===== src/design/snt_pkg.sv =====
// Shared constants and widths for the nearest-target follower.
// No dependencies.
`default_nettype none
package snt_pkg;

  localparam int SCAN_LEN  = 360;
  localparam int IDX_W     = $clog2(SCAN_LEN + 1);
  localparam int ANG_W     = IDX_W;
  localparam int DIST_W    = 16;
  localparam int GAIN_W    = 16;
  localparam int OPEN_W    = 9;
  localparam int CFG_IDX_W = 2;
  localparam int CFG_W     = 16;
  localparam int SQ_SHIFT  = 10;
  localparam int RAD_W     = DIST_W + SQ_SHIFT;
  localparam int ROOT_W    = (RAD_W + 1) / 2;
  localparam int REM_W     = ROOT_W + 1;
  localparam int PROD_W    = GAIN_W + ROOT_W;
  localparam int STEP_W    = $clog2(ROOT_W + 1);
  localparam int ANGR_W    = 25;
  localparam int LINR_W    = 29;

  localparam logic [CFG_IDX_W-1:0] CFG_MIN_DIST = 2'd0;
  localparam logic [CFG_IDX_W-1:0] CFG_LIN_GAIN = 2'd1;
  localparam logic [CFG_IDX_W-1:0] CFG_ANG_GAIN = 2'd2;
  localparam logic [CFG_IDX_W-1:0] CFG_OPENING  = 2'd3;

  localparam logic CMD_SAMPLE = 1'b0;
  localparam logic CMD_TICK   = 1'b1;

endpackage
`default_nettype wire


===== src/design/snt_scan.sv =====
// Scan tracker: first minimum of one scan and its index, latched at scan end.
// Depends on snt_pkg.
`default_nettype none
module snt_scan
  import snt_pkg::*;
(
  input  wire logic                     clk_i,
  input  wire logic                     rst_ni,
  input  wire logic                     sample_i,
  input  wire logic [DIST_W-1:0]        range_i,
  input  wire logic                     last_i,
  output logic signed [ANG_W-1:0]       target_angle_o,
  output logic [DIST_W-1:0]             target_dist_o
);

  logic [IDX_W-1:0]  idx_q, idx_d;
  logic [DIST_W-1:0] min_q, min_d;
  logic [IDX_W-1:0]  min_idx_q, min_idx_d;
  logic [DIST_W-1:0] r;

  always_comb begin
    r         = (range_i == '0) ? '1 : range_i;
    idx_d     = idx_q;
    min_d     = min_q;
    min_idx_d = min_idx_q;
    if (idx_q < IDX_W'(SCAN_LEN)) begin
      if (idx_q == '0 || r < min_q) begin
        min_d     = r;
        min_idx_d = idx_q;
      end
      idx_d = idx_q + 1'b1;
    end
  end

  always_ff @(posedge clk_i or negedge rst_ni) begin
    if (!rst_ni) begin
      idx_q          <= '0;
      min_q          <= '1;
      min_idx_q      <= '0;
      target_angle_o <= '0;
      target_dist_o  <= '0;
    end else if (sample_i) begin
      if (last_i) begin
        if (min_idx_d > IDX_W'(SCAN_LEN / 2)) begin
          target_angle_o <= ANG_W'(min_idx_d) - ANG_W'(SCAN_LEN);
        end else begin
          target_angle_o <= ANG_W'(min_idx_d);
        end
        target_dist_o <= min_d;
        idx_q         <= '0;
        min_q         <= '1;
        min_idx_q     <= '0;
      end else begin
        idx_q     <= idx_d;
        min_q     <= min_d;
        min_idx_q <= min_idx_d;
      end
    end
  end

endmodule
`default_nettype wire


===== src/design/snt_sqrt.sv =====
// Digit-serial integer square root of (radicand << 10), two radicand bits per cycle.
// Depends on snt_pkg.
`default_nettype none
module snt_sqrt
  import snt_pkg::*;
(
  input  wire logic              clk_i,
  input  wire logic              rst_ni,
  input  wire logic              start_i,
  input  wire logic [DIST_W-1:0] radicand_i,
  output logic                   done_o,
  output logic [ROOT_W-1:0]      root_o
);

  logic [RAD_W-1:0]  val_q;
  logic [REM_W-1:0]  rem_q;
  logic [STEP_W-1:0] cnt_q;
  logic              busy_q;
  logic [REM_W+1:0]  rem_sh;
  logic [REM_W+1:0]  trial;

  always_comb begin
    rem_sh = {rem_q, val_q[RAD_W-1 -: 2]};
    trial  = (REM_W + 2)'({root_o, 2'b01});
  end

  always_ff @(posedge clk_i or negedge rst_ni) begin
    if (!rst_ni) begin
      busy_q <= 1'b0;
      done_o <= 1'b0;
      cnt_q  <= '0;
      val_q  <= '0;
      rem_q  <= '0;
      root_o <= '0;
    end else begin
      done_o <= 1'b0;
      if (start_i) begin
        busy_q <= 1'b1;
        cnt_q  <= STEP_W'(ROOT_W);
        val_q  <= {radicand_i, {SQ_SHIFT{1'b0}}};
        rem_q  <= '0;
        root_o <= '0;
      end else if (busy_q) begin
        val_q <= {val_q[RAD_W-3:0], 2'b00};
        if (rem_sh >= trial) begin
          rem_q  <= REM_W'(rem_sh - trial);
          root_o <= {root_o[ROOT_W-2:0], 1'b1};
        end else begin
          rem_q  <= REM_W'(rem_sh);
          root_o <= {root_o[ROOT_W-2:0], 1'b0};
        end
        cnt_q <= cnt_q - 1'b1;
        if (cnt_q == STEP_W'(1)) begin
          busy_q <= 1'b0;
          done_o <= 1'b1;
        end
      end
    end
  end

endmodule
`default_nettype wire


===== src/design/snt_smul.sv =====
// Bit-serial shift-add multiplier: gain times a 13-bit operand, one bit per cycle.
// Depends on snt_pkg.
`default_nettype none
module snt_smul
  import snt_pkg::*;
(
  input  wire logic              clk_i,
  input  wire logic              rst_ni,
  input  wire logic              start_i,
  input  wire logic [GAIN_W-1:0] a_i,
  input  wire logic [ROOT_W-1:0] b_i,
  output logic                   done_o,
  output logic [PROD_W-1:0]      prod_o
);

  logic [GAIN_W-1:0] a_q;
  logic [STEP_W-1:0] cnt_q;
  logic              busy_q;
  logic [GAIN_W:0]   sum;

  assign sum = {1'b0, prod_o[PROD_W-1 -: GAIN_W]} +
               (prod_o[0] ? {1'b0, a_q} : '0);

  always_ff @(posedge clk_i or negedge rst_ni) begin
    if (!rst_ni) begin
      busy_q <= 1'b0;
      done_o <= 1'b0;
      cnt_q  <= '0;
      a_q    <= '0;
      prod_o <= '0;
    end else begin
      done_o <= 1'b0;
      if (start_i) begin
        busy_q <= 1'b1;
        cnt_q  <= STEP_W'(ROOT_W);
        a_q    <= a_i;
        prod_o <= {{GAIN_W{1'b0}}, b_i};
      end else if (busy_q) begin
        prod_o <= {sum, prod_o[ROOT_W-1:1]};
        cnt_q  <= cnt_q - 1'b1;
        if (cnt_q == STEP_W'(1)) begin
          busy_q <= 1'b0;
          done_o <= 1'b1;
        end
      end
    end
  end

endmodule
`default_nettype wire


===== src/design/scan_nearest_target_follower.sv =====
// Nearest-target follower: scan tracker plus digit-serial command generator.
// Depends on snt_pkg, snt_scan, snt_sqrt, snt_smul.
//
// Usage:
//   Input channel (in_valid_i/in_ready_o) carries cmd_i, range_i, last_i.
//   A sample transaction (cmd 0) gives no result; the sample with
//   last_i set closes the scan and latches the target.
//   A tick transaction (cmd 1) gives one result on the output channel
//   (out_valid_o/out_ready_i): angular_rate_o and linear_rate_o.
//   A tick runs from the accepting edge to out_valid_o through the square
//   root (two radicand bits per cycle), then the angular and linear
//   multiplies on the shared bit-serial multiplier.
//   Samples sustain one per cycle while no tick is in progress; after a tick
//   no input is taken until its result is registered.
//   The result register holds while the receiver stalls; samples are still
//   taken then, a further tick waits until the result is taken.
//   Configuration (cfg_we_i/cfg_idx_i/cfg_data_i) is to be written only
//   while idle; the block itself does not enforce this. Reset restores
//   register defaults and an empty scan with target angle 0 and distance 0.
`default_nettype none
module scan_nearest_target_follower
  import snt_pkg::*;
(
  input  wire logic                      clk_i,
  input  wire logic                      rst_ni,
  input  wire logic                      in_valid_i,
  output logic                           in_ready_o,
  input  wire logic                      cmd_i,
  input  wire logic [DIST_W-1:0]         range_i,
  input  wire logic                      last_i,
  output logic                           out_valid_o,
  input  wire logic                      out_ready_i,
  output logic signed [ANGR_W-1:0]       angular_rate_o,
  output logic [LINR_W-1:0]              linear_rate_o,
  input  wire logic                      cfg_we_i,
  input  wire logic [CFG_IDX_W-1:0]      cfg_idx_i,
  input  wire logic [CFG_W-1:0]          cfg_data_i
);

  typedef enum logic [1:0] {ST_IDLE, ST_SQRT, ST_MUL_ANG, ST_MUL_LIN} state_e;

  state_e state_q;

  logic [DIST_W-1:0] min_dist_q;
  logic [GAIN_W-1:0] lin_gain_q;
  logic [GAIN_W-1:0] ang_gain_q;
  logic [OPEN_W-1:0] opening_q;

  logic                    in_acc;
  logic                    sample_acc;
  logic                    tick_acc;
  logic signed [ANG_W-1:0] tgt_angle;
  logic [DIST_W-1:0]       tgt_dist;
  logic [ANG_W-1:0]        mag;
  logic                    in_cone;
  logic [DIST_W-1:0]       diff;

  logic                    neg_q;
  logic [ANG_W-1:0]        mag_q;
  logic                    cone_q;
  logic [DIST_W-1:0]       diff_q;
  logic                    sq_start_q;
  logic                    sq_done;
  logic [ROOT_W-1:0]       root;
  logic                    mul_start_q;
  logic [GAIN_W-1:0]       mul_a_q;
  logic [ROOT_W-1:0]       mul_b_q;
  logic                    mul_done;
  logic [PROD_W-1:0]       prod;
  logic [ANGR_W-1:0]       ang_abs;

  assign in_ready_o = (state_q == ST_IDLE) && (cmd_i == CMD_SAMPLE || !out_valid_o);
  assign in_acc     = in_valid_i && in_ready_o;
  assign sample_acc = in_acc && (cmd_i == CMD_SAMPLE);
  assign tick_acc   = in_acc && (cmd_i == CMD_TICK);

  assign mag     = tgt_angle[ANG_W-1] ? ANG_W'(-tgt_angle) : ANG_W'(tgt_angle);
  assign in_cone = 16'({mag, 1'b0}) < 16'(opening_q);
  assign diff    = (tgt_dist > min_dist_q) ? tgt_dist - min_dist_q : '0;
  assign ang_abs = prod[ANGR_W-1:0];

  always_ff @(posedge clk_i or negedge rst_ni) begin
    if (!rst_ni) begin
      min_dist_q <= DIST_W'(205);
      lin_gain_q <= GAIN_W'(6554);
      ang_gain_q <= GAIN_W'(655);
      opening_q  <= OPEN_W'(40);
    end else if (cfg_we_i) begin
      case (cfg_idx_i)
        CFG_MIN_DIST: min_dist_q <= cfg_data_i[DIST_W-1:0];
        CFG_LIN_GAIN: lin_gain_q <= cfg_data_i[GAIN_W-1:0];
        CFG_ANG_GAIN: ang_gain_q <= cfg_data_i[GAIN_W-1:0];
        CFG_OPENING:  opening_q  <= cfg_data_i[OPEN_W-1:0];
        default: ;
      endcase
    end
  end

  always_ff @(posedge clk_i or negedge rst_ni) begin
    if (!rst_ni) begin
      state_q        <= ST_IDLE;
      out_valid_o    <= 1'b0;
      angular_rate_o <= '0;
      linear_rate_o  <= '0;
      neg_q          <= 1'b0;
      mag_q          <= '0;
      cone_q         <= 1'b0;
      diff_q         <= '0;
      sq_start_q     <= 1'b0;
      mul_start_q    <= 1'b0;
      mul_a_q        <= '0;
      mul_b_q        <= '0;
    end else begin
      sq_start_q  <= 1'b0;
      mul_start_q <= 1'b0;
      if (out_valid_o && out_ready_i) begin
        out_valid_o <= 1'b0;
      end
      case (state_q)
        ST_IDLE: begin
          if (tick_acc) begin
            neg_q      <= tgt_angle[ANG_W-1];
            mag_q      <= mag;
            cone_q     <= in_cone;
            diff_q     <= diff;
            sq_start_q <= 1'b1;
            state_q    <= ST_SQRT;
          end
        end
        ST_SQRT: begin
          if (sq_done) begin
            mul_a_q     <= ang_gain_q;
            mul_b_q     <= ROOT_W'(mag_q);
            mul_start_q <= 1'b1;
            state_q     <= ST_MUL_ANG;
          end
        end
        ST_MUL_ANG: begin
          if (mul_done) begin
            angular_rate_o <= neg_q ? -ang_abs : ang_abs;
            mul_a_q        <= lin_gain_q;
            mul_b_q        <= cone_q ? root : '0;
            mul_start_q    <= 1'b1;
            state_q        <= ST_MUL_LIN;
          end
        end
        ST_MUL_LIN: begin
          if (mul_done) begin
            linear_rate_o <= LINR_W'(prod);
            out_valid_o   <= 1'b1;
            state_q       <= ST_IDLE;
          end
        end
        default: state_q <= ST_IDLE;
      endcase
    end
  end

  snt_scan u_scan (
    .clk_i          (clk_i),
    .rst_ni         (rst_ni),
    .sample_i       (sample_acc),
    .range_i        (range_i),
    .last_i         (last_i),
    .target_angle_o (tgt_angle),
    .target_dist_o  (tgt_dist)
  );

  snt_sqrt u_sqrt (
    .clk_i      (clk_i),
    .rst_ni     (rst_ni),
    .start_i    (sq_start_q),
    .radicand_i (diff_q),
    .done_o     (sq_done),
    .root_o     (root)
  );

  snt_smul u_smul (
    .clk_i   (clk_i),
    .rst_ni  (rst_ni),
    .start_i (mul_start_q),
    .a_i     (mul_a_q),
    .b_i     (mul_b_q),
    .done_o  (mul_done),
    .prod_o  (prod)
  );

endmodule
`default_nettype wire


===== config.mk =====
export PLATFORM = sky130hd
export DESIGN_NAME = scan_nearest_target_follower
export DESIGN_NICKNAME = d
export VERILOG_FILES = /design/src/design/snt_pkg.sv /design/src/design/snt_scan.sv /design/src/design/snt_sqrt.sv /design/src/design/snt_smul.sv /design/src/design/scan_nearest_target_follower.sv
export SDC_FILE = /design/constraint.sdc
export NUM_CORES = 1
export LEC_CHECK = 0
export BUFFER_PORTS_ARGS = -buffer_cell sky130_fd_sc_hd__clkbuf_2
export CORE_MARGIN = 2
export CORE_UTILIZATION = 45
export DETAILED_ROUTE_END_ITERATION = 8
export GPL_ROUTABILITY_DRIVEN = 0
export PLACE_DENSITY = 0.67
export SLEW_MARGIN = 20
export SYNTH_ARGS = -nofsm -noshare
export SYNTH_HDL_FRONTEND = slang
export SYNTH_SLANG_ARGS = --single-unit

===== constraint.sdc =====
create_clock -name clk_i -period 4.7 [get_ports clk_i]
set_input_delay 0.705 -clock clk_i [delete_from_list [all_inputs] [get_ports clk_i]]
set_output_delay 0.705 -clock clk_i [all_outputs]
set_load 0.01 [all_outputs]

Word-level counts from Yosys, hierarchy flattened --
Cells that the tools add are included.
Word-level totals: bits of input ports 41, logic and storage cells 147, output and inout port bits 56, register bits after elaboration 341
Cells by class: add/sub/neg operators 9, multiplexer cells 60, magnitude comparators 6, equal/unequal tests 12, reduce and logical (&&, ||, !) cells 27, bitwise logic cells 1
Operators by type and width (count):
- $mux W16 | 8
- $mux W13 | 5
- $mux W9 | 7
- $mux W29 | 2
- $mux W26 | 2
- $mux W14 | 3
- $pmux W16 S2 | 1
- $pmux W13 S2 | 1
- $mux W25 | 1
- $neg A25 Y25 | 1
- $mux W1 | 20
- $reduce_and A2 Y1 | 9
- $add A16 B17 Y17 | 1
- $ge A16 B15 Y1 | 1
- $gt A16 B16 Y1 | 1
- $logic_not A16 Y1 | 1
- $lt A16 B16 Y1 | 1
- $mux W4 | 4
- $sub A16 B16 Y16 | 1
- $sub A14 B14 Y14 | 1
- $lt A10 B9 Y1 | 1
- $add A9 B1 Y9 const B | 1
- $gt A9 B8 Y1 const B | 1
- $logic_not A9 Y1 | 1
- 20 further kinds | 40

Logic depth before layout (Yosys ltp) --
depth in word-level cells 8, gate-level depth with buffers 16, mapped depth without buffers 13

By module --
A second synthesis with hierarchy kept.
Unflattened totals: cell total of the unflattened synthesis 1798, area, all modules 17862.1 um2
By module, submodules not included:
- scan_nearest_target_follower | sequential area each 4329.2 um2, times used 1, cells an instance 774, area an instance 8326.7 um2
- snt_scan | sequential area each 1496.4 um2, times used 1, cells an instance 390, area an instance 3535.9 um2
- snt_smul | sequential area each 1276.2 um2, times used 1, cells an instance 306, area an instance 3004.1 um2
- snt_sqrt | sequential area each 1226.2 um2, times used 1, cells an instance 328, area an instance 2995.4 um2

Worst setup path before layout --
Ideal clock, no wire load.
path type input port to flip-flop, start point in range_i[2], end point reg u_scan.target_angle_o[7], stages on the path 16, path buffers 3, slack 985 ps, library setup time 142 ps, arrival 3574 ps, data required time 4558 ps, path through nor4_1 and4_1 buf_6 clkbuf_1 nor2_1 inv_1 ha_1 o21ai_0 a211oi_2 o211ai_4 a41o_1 buf_6 o32a_4 and2_4 o311ai_1 a31oi_1
On the way: cells in the longest elaborated chain, start to end 8, elaborated cells between the ends (all ways) 9, those cells by class 1 x add/sub; 2 x order compare; 4 x mux; 2 x reduce/logical
Ends and longest elaborated chain:
- start: declaration | line scan_nearest_target_follower.sv:29 | input wire logic [DIST_W-1:0] range_i,
- $logic_not A16 Y1 | line snt_scan.sv:22 | r = (range_i == '0) ? '1 : range_i;
- $mux W16 * | line snt_scan.sv:22
- $lt A16 B16 Y1 * | line snt_scan.sv:27 | if (idx_q == '0 || r < min_q) begin
- $logic_or A1 B1 Y1 * | line snt_scan.sv:27
- $mux W9 * | line snt_scan.sv:27
- $mux W9 * | line snt_scan.sv:26 | if (idx_q < IDX_W'(SCAN_LEN)) begin
- $sub A9 B9 Y9 or $gt A9 B8 Y1 (tied branches) | line snt_scan.sv:45, snt_scan.sv:44
- $mux W9 * | line snt_scan.sv:44 | if (min_idx_d > IDX_W'(SCAN_LEN / 2)) begin
- end signal: assignment | line snt_scan.sv:45 | target_angle_o <= ANG_W'(min_idx_d) - ANG_W'(SCAN_LEN);
- end signal: assignment | line snt_scan.sv:47 | target_angle_o <= ANG_W'(min_idx_d);
- end: declaration | line snt_scan.sv:12 | output logic signed [ANG_W-1:0] target_angle_o,
Mark *: on every way between the ends. The rest lies on a longest branch, timed or not. A chain may end at the register's enable or synchronous reset.

Worst setup path in the final report --
start point reg u_smul.prod_o[0], end point reg u_smul.prod_o[26]
On the way: cells in the longest elaborated chain, start to end 4
Ends and longest elaborated chain:
- start: declaration | line snt_smul.sv:13 | output logic [PROD_W-1:0] prod_o
- start signal: assignment | line snt_smul.sv:37 | prod_o <= {{GAIN_W{1'b0}}, b_i};
- start signal: assignment | line snt_smul.sv:39 | prod_o <= {sum, prod_o[ROOT_W-1:1]};
- $mux W16 | line snt_smul.sv:22 | (prod_o[0] ? {1'b0, a_q} : '0);
- $add A16 B17 Y17 | line snt_smul.sv:21 | assign sum = {1'b0, prod_o[PROD_W-1 -: GAIN_W]} +
- $mux W29 | line snt_smul.sv:38 | end else if (busy_q) begin
- $mux W29 | line snt_smul.sv:33 | if (start_i) begin
No other way between the ends. The select of a mux whose other input is x is not followed.

==> Implementation_results.wiki <==
{| class="wikitable"
! Metric !! Value
|-
| Run status || finished clean
|-
| Area contributors post-synth || sky130_fd_sc_hd__dfrtp_1 42%, sky130_fd_sc_hd__ha_1 5.8%, sky130_fd_sc_hd__mux2_2 5.8%
|-
| # diodes || 0
|-
| Clock Root Buffer || sky130_fd_sc_hd__clkbuf_16
|-
| Number of distinct library cells after synthesis || 80
|-
| Startpoint-to-endpoint class of the critical path || reg2reg
|-
| Skew final || 0.01011 ns
|-
| Most frequent cells after synthesis || 295 x sky130_fd_sc_hd__dfrtp_1, 197 x sky130_fd_sc_hd__nor2_1, 147 x sky130_fd_sc_hd__nand2_1
|-
| Max IR drop VDD || 289.2 uV
|-
| Endpoints failing hold || 0
|-
| Dominant register cell in the synthesized netlist || sky130_fd_sc_hd__dfrtp_1
|-
| Pre-Repair DR Iteration Count || 5
|-
| Maximum achievable frequency || 0.2752 GHz
|-
| Fraction of post-synthesis cell area in the top cell type by area || 0.4204
|-
| Class of the most critical hold timing path || in2async
|-
| Crit path buffers/inverters || 0
|-
| Starting DRT DRC Count || 677
|-
| TritonCTS clock tree || yes
|-
| Worst slack at placement || 0.5171 ns
|-
| Wire length of the first global-routing pass || 63,430 um
|-
| Utilization after layout || 0.5095
|-
| Area of all placed cells without fillers || 19,650 sq um
|-
| Initial core utilization || 0.4554
|-
| Crit. path cell count || 11
|-
| Category of cells accounting for the largest share of critical-path delay || compound AO/OA/AOI/OAI gates
|-
| Number of synthesized flops with an enable pin || 0
|-
| Maximum fanout count along the critical path || 21
|-
| Post-synthesis cell area || 17,560 sq um
|-
| Floorplan die area || 40,610 sq um
|-
| Dominant cell type by count on the critical path || sky130_fd_sc_hd__a21oi_1
|-
| Data arrival time at the worst-slack endpoint || 4.04 ns
|-
| Endpoint type of the worst setup path || flip-flop
|-
| Most frequently used cell type in the post-synthesis netlist || sky130_fd_sc_hd__dfrtp_1
|-
| Post-detailed-route wirelength per cell || 15.64 um
|-
| Pin count of the biggest net entering global routing || 111
|-
| Clk_lat worst skew || 0.52 ns
|-
| Post CTS Setup Buffer Count || 0
|-
| Cell with the largest stage delay on the worst path || sky130_fd_sc_hd__a2111oi_1
|-
| Element type at the critical path start || flip-flop
|-
| Final number of max-transition violations || 0
|-
| Cell type contributing the most total cell area after synthesis || sky130_fd_sc_hd__dfrtp_1
|-
| Cells traversed along the worst timing path || and2_1, ha_1, fa_1, a21o_1, a21oi_1, o21bai_1, a2111oi_1, o31ai_1, o2111ai_1, a21oi_1, or3b_1
|-
| Reg-to-reg startpoint || u_smul.prod_o[0]$_DFFE_PN0P_
|-
| Total Nets Final || 1,963
|-
| Number of antenna violations at the first check in global routing || 0
|-
| Min Tclk post-route || 3.634 ns
|-
| Total of flip-flops plus latches after synthesis || 331
|-
| DP Wirelength || 26,250 um
|-
| Detail-routed via count per cell || 5.373
|-
| Final routed DRC violation total || 0
|-
| Net count of the mapped netlist || 1,907
|-
| Number of primary I/O pins || 97
|-
| Vertical die dimension || 201.5 um
|-
| Number of buffers inserted by port buffering || 96
|-
| Setup slack on the worst flop-to-flop path || 1.07 ns
|-
| CTS buffer count || 35
|-
| Ratio of total power to cell area || 600.6 nW/um^2
|-
| Max-cap violation count || 0
|-
| Transition time of the tightest slew-check pin || 1.022 ns
|-
| Total core area || 38,560 sq um
|-
| Count of antenna-violating nets left after detailed routing || 0
|-
| Endpoint of the lowest-slack register-to-register path || u_smul.prod_o[26]$_DFFE_PN0P_
|-
| Post-route setup TNS || 0 ns
|-
| Leakage component of the power || 9.313 nW
|-
| CTS-repair resized insts || 0
|-
| Depth of the CTS H-tree || 2
|-
| Clock transition at the registers of the reported paths || 0.06 ns
|-
| Layout-stage area growth over the synthesis result || 11.89%
|-
| GRT Residual Overflow || 0
|-
| Count of cells along the worst register-to-register path || 11
|-
| Die W || 201.5 um
|-
| Area of placed instances || 18,500 sq um
|-
| Buffer levels on the longest clock path || 3
|-
| Worst rel slew slack || 0.3190
|-
| Synthesized area per cell || 9.853 sq um
|-
| Fraction of final layout cells with drive strength greater than 1 || 0.1710
|-
| Post-route setup slack || 1.066 ns
|-
| CTS Hold Bufs || 0
|-
| Ratio of final minimum period to clock period || 0.7732
|-
| Gr usage total || 0.1865
|-
| Number of clock sinks || 331
|-
| Total number of placement rows || 72
|-
| Vias after detailed routing || 12,800
|-
| Sum of routed wire length over all layers || 37,260 um
|-
| Final setup violating endpoints || 0
|-
| Yosys warnings || 0
|-
| Setup repair after global routing missed its margin || no
|-
| Vias in the first global route || 12,600
|-
| Synthesized instance count || 1,782
|-
| WP data required || 5.10 ns
|-
| Sequential element share of the synthesized area || 0.4743
|-
| Largest stage delay on the critical path || 0.64 ns
|-
| Layout filler cell count || 3,584
|-
| Proportion of register bits with asynchronous set or reset after synthesis || 1.000
|}
## worst reg2reg max path: stages, from the launching register on
cell                        delay [ns]
sky130_fd_sc_hd__dfrtp_1          0.56
sky130_fd_sc_hd__and2_1           0.23
sky130_fd_sc_hd__ha_1             0.20
sky130_fd_sc_hd__fa_1             0.40
sky130_fd_sc_hd__a21o_1           0.18
sky130_fd_sc_hd__a21oi_1          0.23
sky130_fd_sc_hd__o21bai_1         0.11
sky130_fd_sc_hd__a2111oi_1        0.64
sky130_fd_sc_hd__o31ai_1          0.21
sky130_fd_sc_hd__o2111ai_1        0.29
sky130_fd_sc_hd__a21oi_1          0.10
sky130_fd_sc_hd__or3b_1           0.35
## flip-flops by register name, summed over array words and instances, names as in the netlist, 9 cells and up
name and count:
ang_gain_q 16, angular_rate_o 25, diff_q 16, lin_gain_q 16
linear_rate_o 29, mag_q 9, min_dist_q 16, mul_a_q 16
mul_b_q 13, opening_q 9, u_scan.idx_q 9, u_scan.min_idx_q 9
u_scan.min_q 16, u_scan.target_angle_o 9, u_scan.target_dist_o 16, u_smul.a_q 16
u_smul.prod_o 29, u_sqrt.rem_q 14, u_sqrt.root_o 13, u_sqrt.val_q 16
## cells in the final DEF, fill, tap and decap left out, types with 5 or more instances in the layout
master	Yosys	final
sky130_fd_sc_hd__clkbuf_8	0	8
sky130_fd_sc_hd__a31oi_1	17	17
sky130_fd_sc_hd__nand3_1	26	26
sky130_fd_sc_hd__nor2_1	197	197
sky130_fd_sc_hd__ha_1	82	81
sky130_fd_sc_hd__a21oi_1	129	129
sky130_fd_sc_hd__nor3b_1	6	5
sky130_fd_sc_hd__a311oi_1	10	10
sky130_fd_sc_hd__mux2_2	91	91
sky130_fd_sc_hd__or3_1	9	9
sky130_fd_sc_hd__nor2b_1	18	18
sky130_fd_sc_hd__buf_4	0	15
sky130_fd_sc_hd__nand2_1	147	147
sky130_fd_sc_hd__o21a_1	14	13
sky130_fd_sc_hd__xnor2_1	37	37
sky130_fd_sc_hd__nand2b_1	19	19
sky130_fd_sc_hd__a211oi_1	9	9
sky130_fd_sc_hd__and2_1	21	20
sky130_fd_sc_hd__a22oi_1	7	7
sky130_fd_sc_hd__dfstp_2	36	36
sky130_fd_sc_hd__a22o_1	14	14
sky130_fd_sc_hd__dfrtp_1	295	291
sky130_fd_sc_hd__inv_1	103	103
sky130_fd_sc_hd__nor4_1	6	6
sky130_fd_sc_hd__a21o_1	14	14
sky130_fd_sc_hd__o31ai_1	22	22
sky130_fd_sc_hd__xor2_1	35	35
sky130_fd_sc_hd__o21ai_0	120	120
sky130_fd_sc_hd__nor3_1	12	12
sky130_fd_sc_hd__clkbuf_16	0	36
sky130_fd_sc_hd__o21ai_1	7	7
sky130_fd_sc_hd__nand3b_1	8	8
sky130_fd_sc_hd__clkbuf_2	0	95
sky130_fd_sc_hd__mux2i_1	71	71
sky130_fd_sc_hd__clkbuf_1	77	12
sky130_fd_sc_hd__o21bai_1	5	5
sky130_fd_sc_hd__o211ai_1	9	9
sky130_fd_sc_hd__and3_1	10	10
sky130_fd_sc_hd__nand4_1	15	15
## worst max path at each step
stage                                                       to  slack, ns                         start
after floorplan           u_scan.target_angle_o[7]$_DFFE_PN0P_       0.98                    range_i[2]
after global placement    u_scan.target_angle_o[7]$_DFFE_PN0P_       0.62                    range_i[1]
after detailed placement  u_scan.target_angle_o[7]$_DFFE_PN0P_       0.52                    range_i[1]
after CTS                        u_smul.prod_o[26]$_DFFE_PN0P_       1.03  u_smul.prod_o[0]$_DFFE_PN0P_
after global routing             u_smul.prod_o[26]$_DFFE_PN0P_       0.77  u_smul.prod_o[0]$_DFFE_PN0P_
final                            u_smul.prod_o[26]$_DFFE_PN0P_       1.07  u_smul.prod_o[0]$_DFFE_PN0P_
## cell families (layout without fill, tap and decap cells)
group / count (synthesis) / in the layout / share of synthesized area
AND/OR/NAND/NOR: 518 / 518 / 0.1377
AO/OA/AOI/OAI: 418 / 418 / 0.1491
flip-flops: 331 / 331 / 0.4743
buffers and inverters: 197 / 280 / 0.04347
multiplexers: 162 / 162 / 0.09884
adder cells (fa/ha/maj): 84 / 84 / 0.06071
XOR/XNOR: 72 / 72 / 0.03592
## power by group
part	internal (mW)	total, mW	switching [mW]
Clock	1.60	2.73	1.12
Sequential	3.75	4.49	0.742
Combinational	2.02	4.58	2.57
Total	7.37	11.8	4.43
## layout make-up
class	count	area [sq um]	area share
well taps	518	648.1	0.03299
inverters	103	386.6	0.01968
flip-flops and latches	331	8333	0.4242
repair buffers	113	643.1	0.03274
clock inverters	8	82.58	0.004204
clock buffers	56	1056	0.05375
multi-input cells	1254	8496	0.4325
## metal layers
metal | share of wire | GRT usage | routed length [um] | up-vias
met5 | 0 | 0 | 0 | -
met4 | 0.020 | 0.04779 | 744 | 0
met3 | 0.036 | 0.02640 | 1346 | 54
met2 | 0.48 | 0.3129 | 17730 | 219
met1 | 0.47 | 0.2548 | 17440 | 6192
li1 | - | - | - | 6339
## per-stage QoR
step / power, mW / cells / hold slack, ns
after floorplan: 7.946 / 1782 / 0.4094
after global placement: 8.923 / 2319 / 0.4568
after detailed placement: 9.096 / 2319 / 0.4649
after CTS: 11.90 / 2383 / 0.2726
after global routing: 12.74 / 2383 / 0.3033
final: 11.80 / 2383 / 0.2209
No activity file was read; power rests on OpenSTA's default activity.
